$ cat src/hdl/pgn_pkg.sv
// shared types, codes and character classes for the pgn token scanner
package pgn_pkg;

    localparam int DEPTH_MAX = 255;
    localparam int DepthWidth = $clog2(DEPTH_MAX + 1);
    localparam int LenWidth = 9;
    localparam logic [LenWidth-1:0] MaxLenReset = 9'd300;
    localparam int FifoDepth = 4;
    localparam int FifoPtrWidth = $clog2(FifoDepth);
    localparam int FifoCntWidth = $clog2(FifoDepth + 1);

    localparam logic [7:0] CharQuote = 8'h22;
    localparam logic [7:0] CharBackslash = 8'h5c;
    localparam logic [7:0] CharSemicolon = 8'h3b;
    localparam logic [7:0] CharBraceOpen = 8'h7b;
    localparam logic [7:0] CharBraceClose = 8'h7d;
    localparam logic [7:0] CharParenOpen = 8'h28;
    localparam logic [7:0] CharParenClose = 8'h29;
    localparam logic [7:0] CharLf = 8'h0a;
    localparam logic [7:0] CharCr = 8'h0d;

    typedef enum logic [6:0] {
        MODE_IDLE      = 7'b0000001,
        MODE_SYMBOL    = 7'b0000010,
        MODE_STRING    = 7'b0000100,
        MODE_ESCAPE    = 7'b0001000,
        MODE_LINE      = 7'b0010000,
        MODE_BRACE     = 7'b0100000,
        MODE_VARIATION = 7'b1000000
    } mode_t;

    typedef enum logic [1:0] {
        RK_CHAR  = 2'd0,
        RK_EMPTY = 2'd1,
        RK_ERROR = 2'd2,
        RK_EOI   = 2'd3
    } result_kind_t;

    typedef enum logic [1:0] {
        TK_SYMBOL = 2'd0,
        TK_STRING = 2'd1,
        TK_PUNCT  = 2'd2
    } token_kind_t;

    typedef struct packed {
        logic [7:0] char_in;
        logic       end_of_input;
    } item_t;

    typedef struct packed {
        logic [1:0] result_kind;
        logic [1:0] token_kind;
        logic [7:0] token_char;
        logic       token_end;
        logic       last;
    } result_t;

    function automatic logic is_space(input logic [7:0] c);
        return c inside {8'd32, [8'd9:8'd13]};
    endfunction

    function automatic logic is_symbol_char(input logic [7:0] c);
        return c inside {["a":"z"], ["A":"Z"], ["0":"9"],
                         "_", "+", "#", "=", ":", "-", "/", "$"};
    endfunction

    function automatic result_t mk_result(input result_kind_t rk, input token_kind_t tk,
                                          input logic [7:0] ch, input logic token_end);
        result_t r;
        r.result_kind = rk;
        r.token_kind = tk;
        r.token_char = ch;
        r.token_end = token_end;
        r.last = 1'b0;
        return r;
    endfunction

endpackage

$ cat src/hdl/pgn_token_scanner_top.sv
// pgn token scanner: byte stream in, tagged token characters out
//
// item channel: one byte or an end-of-input mark per transaction (item_valid,
//   item_stall, item). a transaction completes when valid is high and stall low.
// result channel: token characters, empty-string, syntax-error and end-of-input
//   results (result_valid, result_stall, result); last marks the final result
//   of one input transaction.
// cfg_write_en / cfg_data write max_token_length; write only while idle.
// each accepted item is scanned in the cycle it is accepted and gives zero,
//   one or two results into a four-entry result queue; a result is registered
//   in the queue and shows on the result channel from the queue head.
// throughput: one item per cycle while the result side keeps up; an item
//   that gives two results needs two result transactions. item_stall rises
//   when the queue has fewer than two free entries.
// reset: idle between tokens, queue empty, max_token_length 300.
// a stalled result holds; the queue fills and then stalls the item side.
module pgn_token_scanner_top (
    input  logic                              clk,
    input  logic                              rst_n,
    input  logic                              item_valid,
    output logic                              item_stall,
    input  pgn_pkg::item_t                    item,
    output logic                              result_valid,
    input  logic                              result_stall,
    output pgn_pkg::result_t                  result,
    input  logic                              cfg_write_en,
    input  logic [pgn_pkg::LenWidth-1:0]      cfg_data
);

    pgn_pkg::mode_t                       mode_reg, mode_next;
    logic [pgn_pkg::LenWidth-1:0]         count_reg, count_next;
    logic [7:0]                           held_char_reg, held_char_next;
    logic                                 held_valid_reg, held_valid_next;
    logic [pgn_pkg::DepthWidth-1:0]       depth_reg, depth_next;
    logic [pgn_pkg::LenWidth-1:0]         max_len_reg;

    pgn_pkg::result_t                     fifo_reg [pgn_pkg::FifoDepth];
    logic [pgn_pkg::FifoPtrWidth-1:0]     wr_ptr_reg, wr_ptr_next;
    logic [pgn_pkg::FifoPtrWidth-1:0]     rd_ptr_reg, rd_ptr_next;
    logic [pgn_pkg::FifoCntWidth-1:0]     fill_reg, fill_next;

    pgn_pkg::result_t                     res_slot [2];
    logic [1:0]                           res_count;
    logic                                 do_store;
    logic                                 do_start;
    logic                                 accept_item;
    logic                                 pop;
    logic [7:0]                           c;
    pgn_pkg::token_kind_t                 held_tk;

    assign accept_item = item_valid && !item_stall;
    assign item_stall = fill_reg > pgn_pkg::FifoCntWidth'(pgn_pkg::FifoDepth - 2);
    assign result_valid = fill_reg != '0;
    assign result = fifo_reg[rd_ptr_reg];
    assign pop = result_valid && !result_stall;
    assign c = item.char_in;

    always_comb
    begin
        mode_next = mode_reg;
        count_next = count_reg;
        held_char_next = held_char_reg;
        held_valid_next = held_valid_reg;
        depth_next = depth_reg;
        res_slot[0] = '0;
        res_slot[1] = '0;
        res_count = 2'd0;
        do_store = 1'b0;
        do_start = 1'b0;
        held_tk = pgn_pkg::TK_SYMBOL;

        if (item.end_of_input)
        begin
            case (mode_reg)
                pgn_pkg::MODE_SYMBOL:
                begin
                    if (held_valid_reg)
                    begin
                        res_slot[res_count[0]] = pgn_pkg::mk_result(pgn_pkg::RK_CHAR,
                            pgn_pkg::TK_SYMBOL, held_char_reg, 1'b1);
                        res_count = res_count + 2'd1;
                    end
                    res_slot[res_count[0]] = pgn_pkg::mk_result(pgn_pkg::RK_EOI,
                        pgn_pkg::TK_SYMBOL, 8'd0, 1'b0);
                    res_count = res_count + 2'd1;
                end
                pgn_pkg::MODE_STRING, pgn_pkg::MODE_ESCAPE:
                begin
                    res_slot[0] = pgn_pkg::mk_result(pgn_pkg::RK_ERROR,
                        pgn_pkg::TK_SYMBOL, 8'd0, 1'b0);
                    res_count = 2'd1;
                end
                default:
                begin
                    res_slot[0] = pgn_pkg::mk_result(pgn_pkg::RK_EOI,
                        pgn_pkg::TK_SYMBOL, 8'd0, 1'b0);
                    res_count = 2'd1;
                end
            endcase
            mode_next = pgn_pkg::MODE_IDLE;
            count_next = '0;
            held_char_next = 8'd0;
            held_valid_next = 1'b0;
            depth_next = '0;
        end
        else
        begin
            case (mode_reg)
                pgn_pkg::MODE_SYMBOL:
                begin
                    if (pgn_pkg::is_symbol_char(c))
                    begin
                        do_store = 1'b1;
                    end
                    else
                    begin
                        if (held_valid_reg)
                        begin
                            res_slot[0] = pgn_pkg::mk_result(pgn_pkg::RK_CHAR,
                                pgn_pkg::TK_SYMBOL, held_char_reg, 1'b1);
                            res_count = 2'd1;
                        end
                        do_start = 1'b1;
                    end
                end
                pgn_pkg::MODE_STRING:
                begin
                    if (c == pgn_pkg::CharQuote)
                    begin
                        if (held_valid_reg)
                        begin
                            res_slot[0] = pgn_pkg::mk_result(pgn_pkg::RK_CHAR,
                                pgn_pkg::TK_STRING, held_char_reg, 1'b1);
                        end
                        else
                        begin
                            res_slot[0] = pgn_pkg::mk_result(pgn_pkg::RK_EMPTY,
                                pgn_pkg::TK_STRING, 8'd0, 1'b1);
                        end
                        res_count = 2'd1;
                        mode_next = pgn_pkg::MODE_IDLE;
                        count_next = '0;
                        held_char_next = 8'd0;
                        held_valid_next = 1'b0;
                    end
                    else if (c == pgn_pkg::CharBackslash)
                    begin
                        mode_next = pgn_pkg::MODE_ESCAPE;
                    end
                    else
                    begin
                        do_store = 1'b1;
                    end
                end
                pgn_pkg::MODE_ESCAPE:
                begin
                    mode_next = pgn_pkg::MODE_STRING;
                    do_store = 1'b1;
                end
                pgn_pkg::MODE_LINE:
                begin
                    if (c == pgn_pkg::CharCr || c == pgn_pkg::CharLf)
                    begin
                        mode_next = pgn_pkg::MODE_IDLE;
                        count_next = '0;
                        held_char_next = 8'd0;
                        held_valid_next = 1'b0;
                    end
                end
                pgn_pkg::MODE_BRACE:
                begin
                    if (c == pgn_pkg::CharBraceClose)
                    begin
                        mode_next = pgn_pkg::MODE_IDLE;
                        count_next = '0;
                        held_char_next = 8'd0;
                        held_valid_next = 1'b0;
                    end
                end
                pgn_pkg::MODE_VARIATION:
                begin
                    if (c == pgn_pkg::CharParenOpen)
                    begin
                        if (depth_reg < pgn_pkg::DepthWidth'(pgn_pkg::DEPTH_MAX))
                            depth_next = depth_reg + 1'b1;
                    end
                    else if (c == pgn_pkg::CharParenClose)
                    begin
                        if (depth_reg != '0)
                            depth_next = depth_reg - 1'b1;
                        if (depth_next == '0)
                        begin
                            mode_next = pgn_pkg::MODE_IDLE;
                            count_next = '0;
                            held_char_next = 8'd0;
                            held_valid_next = 1'b0;
                        end
                    end
                end
                default:
                begin
                    do_start = 1'b1;
                end
            endcase

            if (do_start)
            begin
                mode_next = pgn_pkg::MODE_IDLE;
                count_next = '0;
                held_char_next = 8'd0;
                held_valid_next = 1'b0;
                if (pgn_pkg::is_space(c))
                begin
                    mode_next = pgn_pkg::MODE_IDLE;
                end
                else if (pgn_pkg::is_symbol_char(c))
                begin
                    mode_next = pgn_pkg::MODE_SYMBOL;
                    do_store = 1'b1;
                end
                else if (c == pgn_pkg::CharQuote)
                begin
                    mode_next = pgn_pkg::MODE_STRING;
                end
                else if (c == pgn_pkg::CharSemicolon)
                begin
                    mode_next = pgn_pkg::MODE_LINE;
                end
                else if (c == pgn_pkg::CharBraceOpen)
                begin
                    mode_next = pgn_pkg::MODE_BRACE;
                end
                else if (c == pgn_pkg::CharParenOpen)
                begin
                    mode_next = pgn_pkg::MODE_VARIATION;
                    depth_next = pgn_pkg::DepthWidth'(1);
                end
                else if (max_len_reg != '0)
                begin
                    res_slot[res_count[0]] = pgn_pkg::mk_result(pgn_pkg::RK_CHAR,
                        pgn_pkg::TK_PUNCT, c, 1'b1);
                    res_count = res_count + 2'd1;
                end
                else
                begin
                    res_slot[res_count[0]] = pgn_pkg::mk_result(pgn_pkg::RK_ERROR,
                        pgn_pkg::TK_SYMBOL, 8'd0, 1'b0);
                    res_count = res_count + 2'd1;
                end
            end

            if (do_store)
            begin
                held_tk = (mode_next == pgn_pkg::MODE_SYMBOL) ? pgn_pkg::TK_SYMBOL
                                                              : pgn_pkg::TK_STRING;
                if (count_next < max_len_reg)
                begin
                    count_next = count_next + 1'b1;
                    if (held_valid_next)
                    begin
                        res_slot[res_count[0]] = pgn_pkg::mk_result(pgn_pkg::RK_CHAR,
                            held_tk, held_char_next, 1'b0);
                        res_count = res_count + 2'd1;
                    end
                    held_char_next = c;
                    held_valid_next = 1'b1;
                end
                else
                begin
                    res_slot[res_count[0]] = pgn_pkg::mk_result(pgn_pkg::RK_ERROR,
                        pgn_pkg::TK_SYMBOL, 8'd0, 1'b0);
                    res_count = res_count + 2'd1;
                    mode_next = pgn_pkg::MODE_IDLE;
                    count_next = '0;
                    held_char_next = 8'd0;
                    held_valid_next = 1'b0;
                end
            end
        end

        if (res_count == 2'd2)
            res_slot[1].last = 1'b1;
        else if (res_count == 2'd1)
            res_slot[0].last = 1'b1;
    end

    always_comb
    begin
        wr_ptr_next = wr_ptr_reg;
        rd_ptr_next = rd_ptr_reg;
        fill_next = fill_reg;
        if (accept_item)
        begin
            wr_ptr_next = wr_ptr_reg + pgn_pkg::FifoPtrWidth'(res_count);
            fill_next = fill_next + pgn_pkg::FifoCntWidth'(res_count);
        end
        if (pop)
        begin
            rd_ptr_next = rd_ptr_reg + 1'b1;
            fill_next = fill_next - 1'b1;
        end
    end

    always_ff @(posedge clk or negedge rst_n)
    begin
        if (!rst_n)
        begin
            mode_reg <= pgn_pkg::MODE_IDLE;
            count_reg <= '0;
            held_char_reg <= 8'd0;
            held_valid_reg <= 1'b0;
            depth_reg <= '0;
            max_len_reg <= pgn_pkg::MaxLenReset;
            wr_ptr_reg <= '0;
            rd_ptr_reg <= '0;
            fill_reg <= '0;
        end
        else
        begin
            if (accept_item)
            begin
                mode_reg <= mode_next;
                count_reg <= count_next;
                held_char_reg <= held_char_next;
                held_valid_reg <= held_valid_next;
                depth_reg <= depth_next;
            end
            if (cfg_write_en)
                max_len_reg <= cfg_data;
            wr_ptr_reg <= wr_ptr_next;
            rd_ptr_reg <= rd_ptr_next;
            fill_reg <= fill_next;
        end
    end

    always_ff @(posedge clk)
    begin
        if (accept_item)
        begin
            if (res_count != 2'd0)
                fifo_reg[wr_ptr_reg] <= res_slot[0];
            if (res_count == 2'd2)
                fifo_reg[wr_ptr_reg + 1'b1] <= res_slot[1];
        end
    end

`ifndef SYNTHESIS
    a_fill_bound: assert property (@(posedge clk) disable iff (!rst_n)
        fill_reg <= pgn_pkg::FifoCntWidth'(pgn_pkg::FifoDepth))
        else $error("result queue overfilled");

    a_held_in_token: assert property (@(posedge clk) disable iff (!rst_n)
        held_valid_reg |-> (mode_reg == pgn_pkg::MODE_SYMBOL
                            || mode_reg == pgn_pkg::MODE_STRING
                            || mode_reg == pgn_pkg::MODE_ESCAPE))
        else $error("held character outside a token");

    a_eoi_idle: assert property (@(posedge clk) disable iff (!rst_n)
        (accept_item && item.end_of_input) |=>
            (mode_reg == pgn_pkg::MODE_IDLE && depth_reg == '0 && !held_valid_reg))
        else $error("scanner not idle after end of input");
`endif

endmodule
$ cat config.mk
export PLATFORM = sky130hd
export DESIGN_NAME = pgn_token_scanner_top
export DESIGN_NICKNAME = d
export VERILOG_FILES = /design/src/hdl/pgn_pkg.sv /design/src/hdl/pgn_token_scanner_top.sv
export SDC_FILE = /design/constraint.sdc
export NUM_CORES = 1
export LEC_CHECK = 0
export BUFFER_PORTS_ARGS = -buffer_cell sky130_fd_sc_hd__buf_2
export CORE_MARGIN = 2
export CORE_UTILIZATION = 35
export CTS_CLUSTER_SIZE = 24
export DETAILED_ROUTE_END_ITERATION = 10
export MAX_ROUTING_LAYER = met4
export PLACE_DENSITY = 0.54
export SYNTH_ARGS = -nofsm -noshare
export SYNTH_HDL_FRONTEND = slang
export SYNTH_SLANG_ARGS = --single-unit
$ cat constraint.sdc
create_clock -name clk -period 11 [get_ports clk]
set_input_delay 2.2 -clock clk [delete_from_list [all_inputs] [get_ports clk]]
set_output_delay 2.2 -clock clk [all_outputs]
set_load 0.01 [all_outputs]
==> impl_metrics.json <==
{
  "hold_buffers": 0,
  "syn_avg_cell_area_um2": 9.52,
  "grt_usage_pct": 20.2,
  "reg2reg_to": "fill_reg[2]",
  "setup.worst_path.start_class": "input pin",
  "hp-class": "register to register",
  "drc": 0,
  "p_leak_uw": 0.00295,
  "hpwl_um": 14800,
  "max_freq_mhz": 133,
  "dp_cells": 1001,
  "final-instance-count-excl-fill": 1017,
  "die_y_um": 146,
  "synth_cell_types": 87,
  "ctsHtreeMaxLevel": 3,
  "cts.sinks": 105,
  "drtPass1Iterations": 5,
  "hold_violations": 0,
  "status": "finished, final reports clean",
  "ant_nets": 0,
  "yosys_warnings": 0,
  "antenna_found_initial": 0,
  "syn_area_um2": 7010,
  "cts_setup_buffers": 0,
  "hold_start": "held_char_reg[1]",
  "fp.dieW_um": 146,
  "rows": 51,
  "dpl_cell_area_um2": 7410,
  "startpoint": "item[8]",
  "r2r_cells": 23,
  "rr_startpoint": "depth_reg[0]",
  "critPathKind": "input pin to register",
  "synth_fp_nets": 775,
  "finalSetupTns_ns": 0,
  "cts_tree": "yes",
  "yosys_register_bits": 105,
  "design.core.area_um2": 19500,
  "final-setup-viol-count": 0,
  "worst_pin_slew_ns": 1.22,
  "crit_required_ns": 11.24,
  "min_period_ns": 7.52,
  "ir_worst_vdd_uv": 83.7,
  "nFillCells": 1991,
  "clk_latency_ns": 0.36,
  "vias": 5965,
  "area_growth_pct": 9.84,
  "start_util_pct": 35.9,
  "synth-edff-count": 56,
  "grt_pass1_wl_um": 33000,
  "n_antenna_cell": 0,
  "relSlewSlack_pct": 17.8,
  "ff_latch_area_um2": 2910,
  "clock_path_buffers": 2,
  "min_to": "held_char_reg[1]",
  "grt-ovfl-total": 0,
  "rsz0062_at_grt": "false",
  "grt_max_degree": 50,
  "multi_input_area_um2": 3810,
  "gp_congestion": 0.925,
  "final_nets": 786,
  "cap_violations": 0,
  "grt_pass1_vias": 5931,
  "io_buffers": 38,
  "cts.repair.resized": 0,
  "synthCells": 736,
  "fin_worst_skew_ns": 0.00993,
  "design_area_um2": 7700,
  "worstHoldPathCells": 1,
  "p_per_area_nw_per_um2": 165,
  "numCtsBuffers": 9,
  "ys_seq_area_share_pct": 41.6,
  "drt_iter0_markers": 616,
  "boundaryPins": 39,
  "cp_max_fo": 11,
  "path_clk_slew_ns": 0.08,
  "crit_path_end_kind": "register",
  "post_drt_wl_per_cell_um": 20.1,
  "cts-root-buf": "clkbuf_16",
  "reg2reg_slack_ns": 4.44,
  "vias_per_cell": 5.87,
  "slew_viol_final": 0,
  "synth_flop_cell": "edfxtp_1",
  "largest_reg_flops": 56,
  "fin_crit_sh_pct": 68.3,
  "dieArea_um2": 21200,
  "arrival_ns": 7.76,
  "async_reset_ff_share_pct": 46.7,
  "routed_wl_um": 20500,
  "layout-drive-gt1-share_pct": 15.2
}
## critical path: stages
cell and delay (ns):
buf_2 0.16, nor4b_2 0.59, and3_1 0.45, and3_1 0.27, a21o_4 0.18, a21oi_1 0.20, and2_1 0.24, ha_1 0.31
a21o_1 0.17, a21o_1 0.17, a21o_1 0.19, nor2_1 0.31, nand2_1 0.17, nor2_1 0.27, a2bb2oi_2 0.47, nor2_1 0.13
ha_1 0.23, fa_1 0.42, mux2i_1 0.19, ha_1 0.18, nand2_1 0.06, xor2_1 0.18
## kinds of logic after synthesis
logic type	Yosys count	synth area share, %
and+or+nand+nor	270	20.1
AOI/OAI and AO/OA	233	23.6
DFF	105	41.6
buffers and inverters	76	4.37
muxes	26	6.21
adders and majority gates	16	2.96
xor gates and xnor gates	10	1.25
## final cells by class
type / count / share of cell area (%)
sequential: 105 / 37.9
timing repair buffer: 43 / 2.96
clock buffer: 10 / 2.97
clock inverter: 6 / 0.748
tap: 265 / 4.31
multi-input combinational: 555 / 49.5
inverter: 33 / 1.61
## cells in the mapped netlist (8+ instances only)
| master | count | area (µm²) |
|---|---|---|
| nand2_1 | 84 | 315 |
| edfxtp_1 | 56 | 1680 |
| nor2_1 | 51 | 191 |
| o21ai_0 | 51 | 255 |
| dfrtp_1 | 44 | 1100 |
| a21oi_1 | 41 | 205 |
| o22ai_1 | 34 | 213 |
| inv_1 | 30 | 113 |
| clkbuf_1 | 29 | 109 |
| nand3_1 | 18 | 90.1 |
| nor3_1 | 16 | 80.1 |
| and2_1 | 15 | 93.8 |
| ha_1 | 15 | 188 |
| mux4_2 | 14 | 315 |
| o211ai_1 | 14 | 105 |
| and3_1 | 12 | 75.1 |
| mux2i_1 | 12 | 120 |
| buf_2 | 11 | 55.1 |
| nand4_1 | 11 | 68.8 |
| a31oi_1 | 10 | 62.6 |
| a21o_1 | 9 | 67.6 |
| nor2b_1 | 9 | 56.3 |
| nand2b_1 | 8 | 50.1 |
| nor4_1 | 8 | 50.1 |
| o21a_1 | 8 | 60.1 |
## per-layer routing
metal	global-route usage, %	share of wire, %
met4	7.06	2.4
met2	33.1	49
met5	-	0
met3	2.98	5.1
met1	25.5	43
## where the power goes
| group | total, µW | internal, µW | switching, µW | leakage [µW] |
|---|---|---|---|---|
| combinational | 399 | 170 | 229 | 0.00165 |
| clock | 323 | 160 | 164 | 0.000141 |
| sequential | 551 | 475 | 76.8 | 0.00116 |
## worst max path at each step
stage / endpoint / slack, ns / depth (start not counted)
2_1_floorplan: fifo_reg[2][0] / 4.29 / 14
3_3_place_gp: fill_reg[2] / 3.29 / 22
3_5_place_dp: fill_reg[2] / 3.23 / 22
4_1_cts: fill_reg[2] / 3.57 / 22
5_1_grt: fill_reg[2] / 3.01 / 22
6_report: fill_reg[2] / 3.48 / 22
## placed cells by master (no fill, tap or decap), types with 4 or more instances in the layout
cell	n
nor2_1	51
or3_1	7
o21a_1	8
nor2b_1	9
edfxtp_1	56
buf_4	5
clkbuf_16	9
and4_1	6
a211oi_1	4
nor4_1	8
a21oi_1	41
mux2i_1	12
o211ai_1	14
xnor2_1	4
nand2b_1	8
inv_1	30
o31ai_2	5
mux4_2	14
ha_1	15
nor3_1	16
nand2_1	84
nand4_1	11
o31ai_1	6
dfrtp_1	44
and3_1	12
nand3_1	18
and2_1	15
dfstp_2	5
buf_2	38
o21ai_0	50
a31oi_1	10
o22ai_1	34
a21o_1	9
xor2_1	6
a32o_1	5
## through the flow
step	utilization [%]	total power [µW]	setup WS (ns)	hold WS, ns
6_report	39.4	1270	3.48	0.532
5_1_grt	39.4	1350	3.01	0.558
4_1_cts	39.4	1290	3.57	0.532
3_5_place_dp	38.0	963	3.23	0.517
3_3_place_gp	38.0	959	3.29	0.504
2_1_floorplan	-	820	4.29	0.477
No activity file was read; power rests on OpenSTA's default activity.
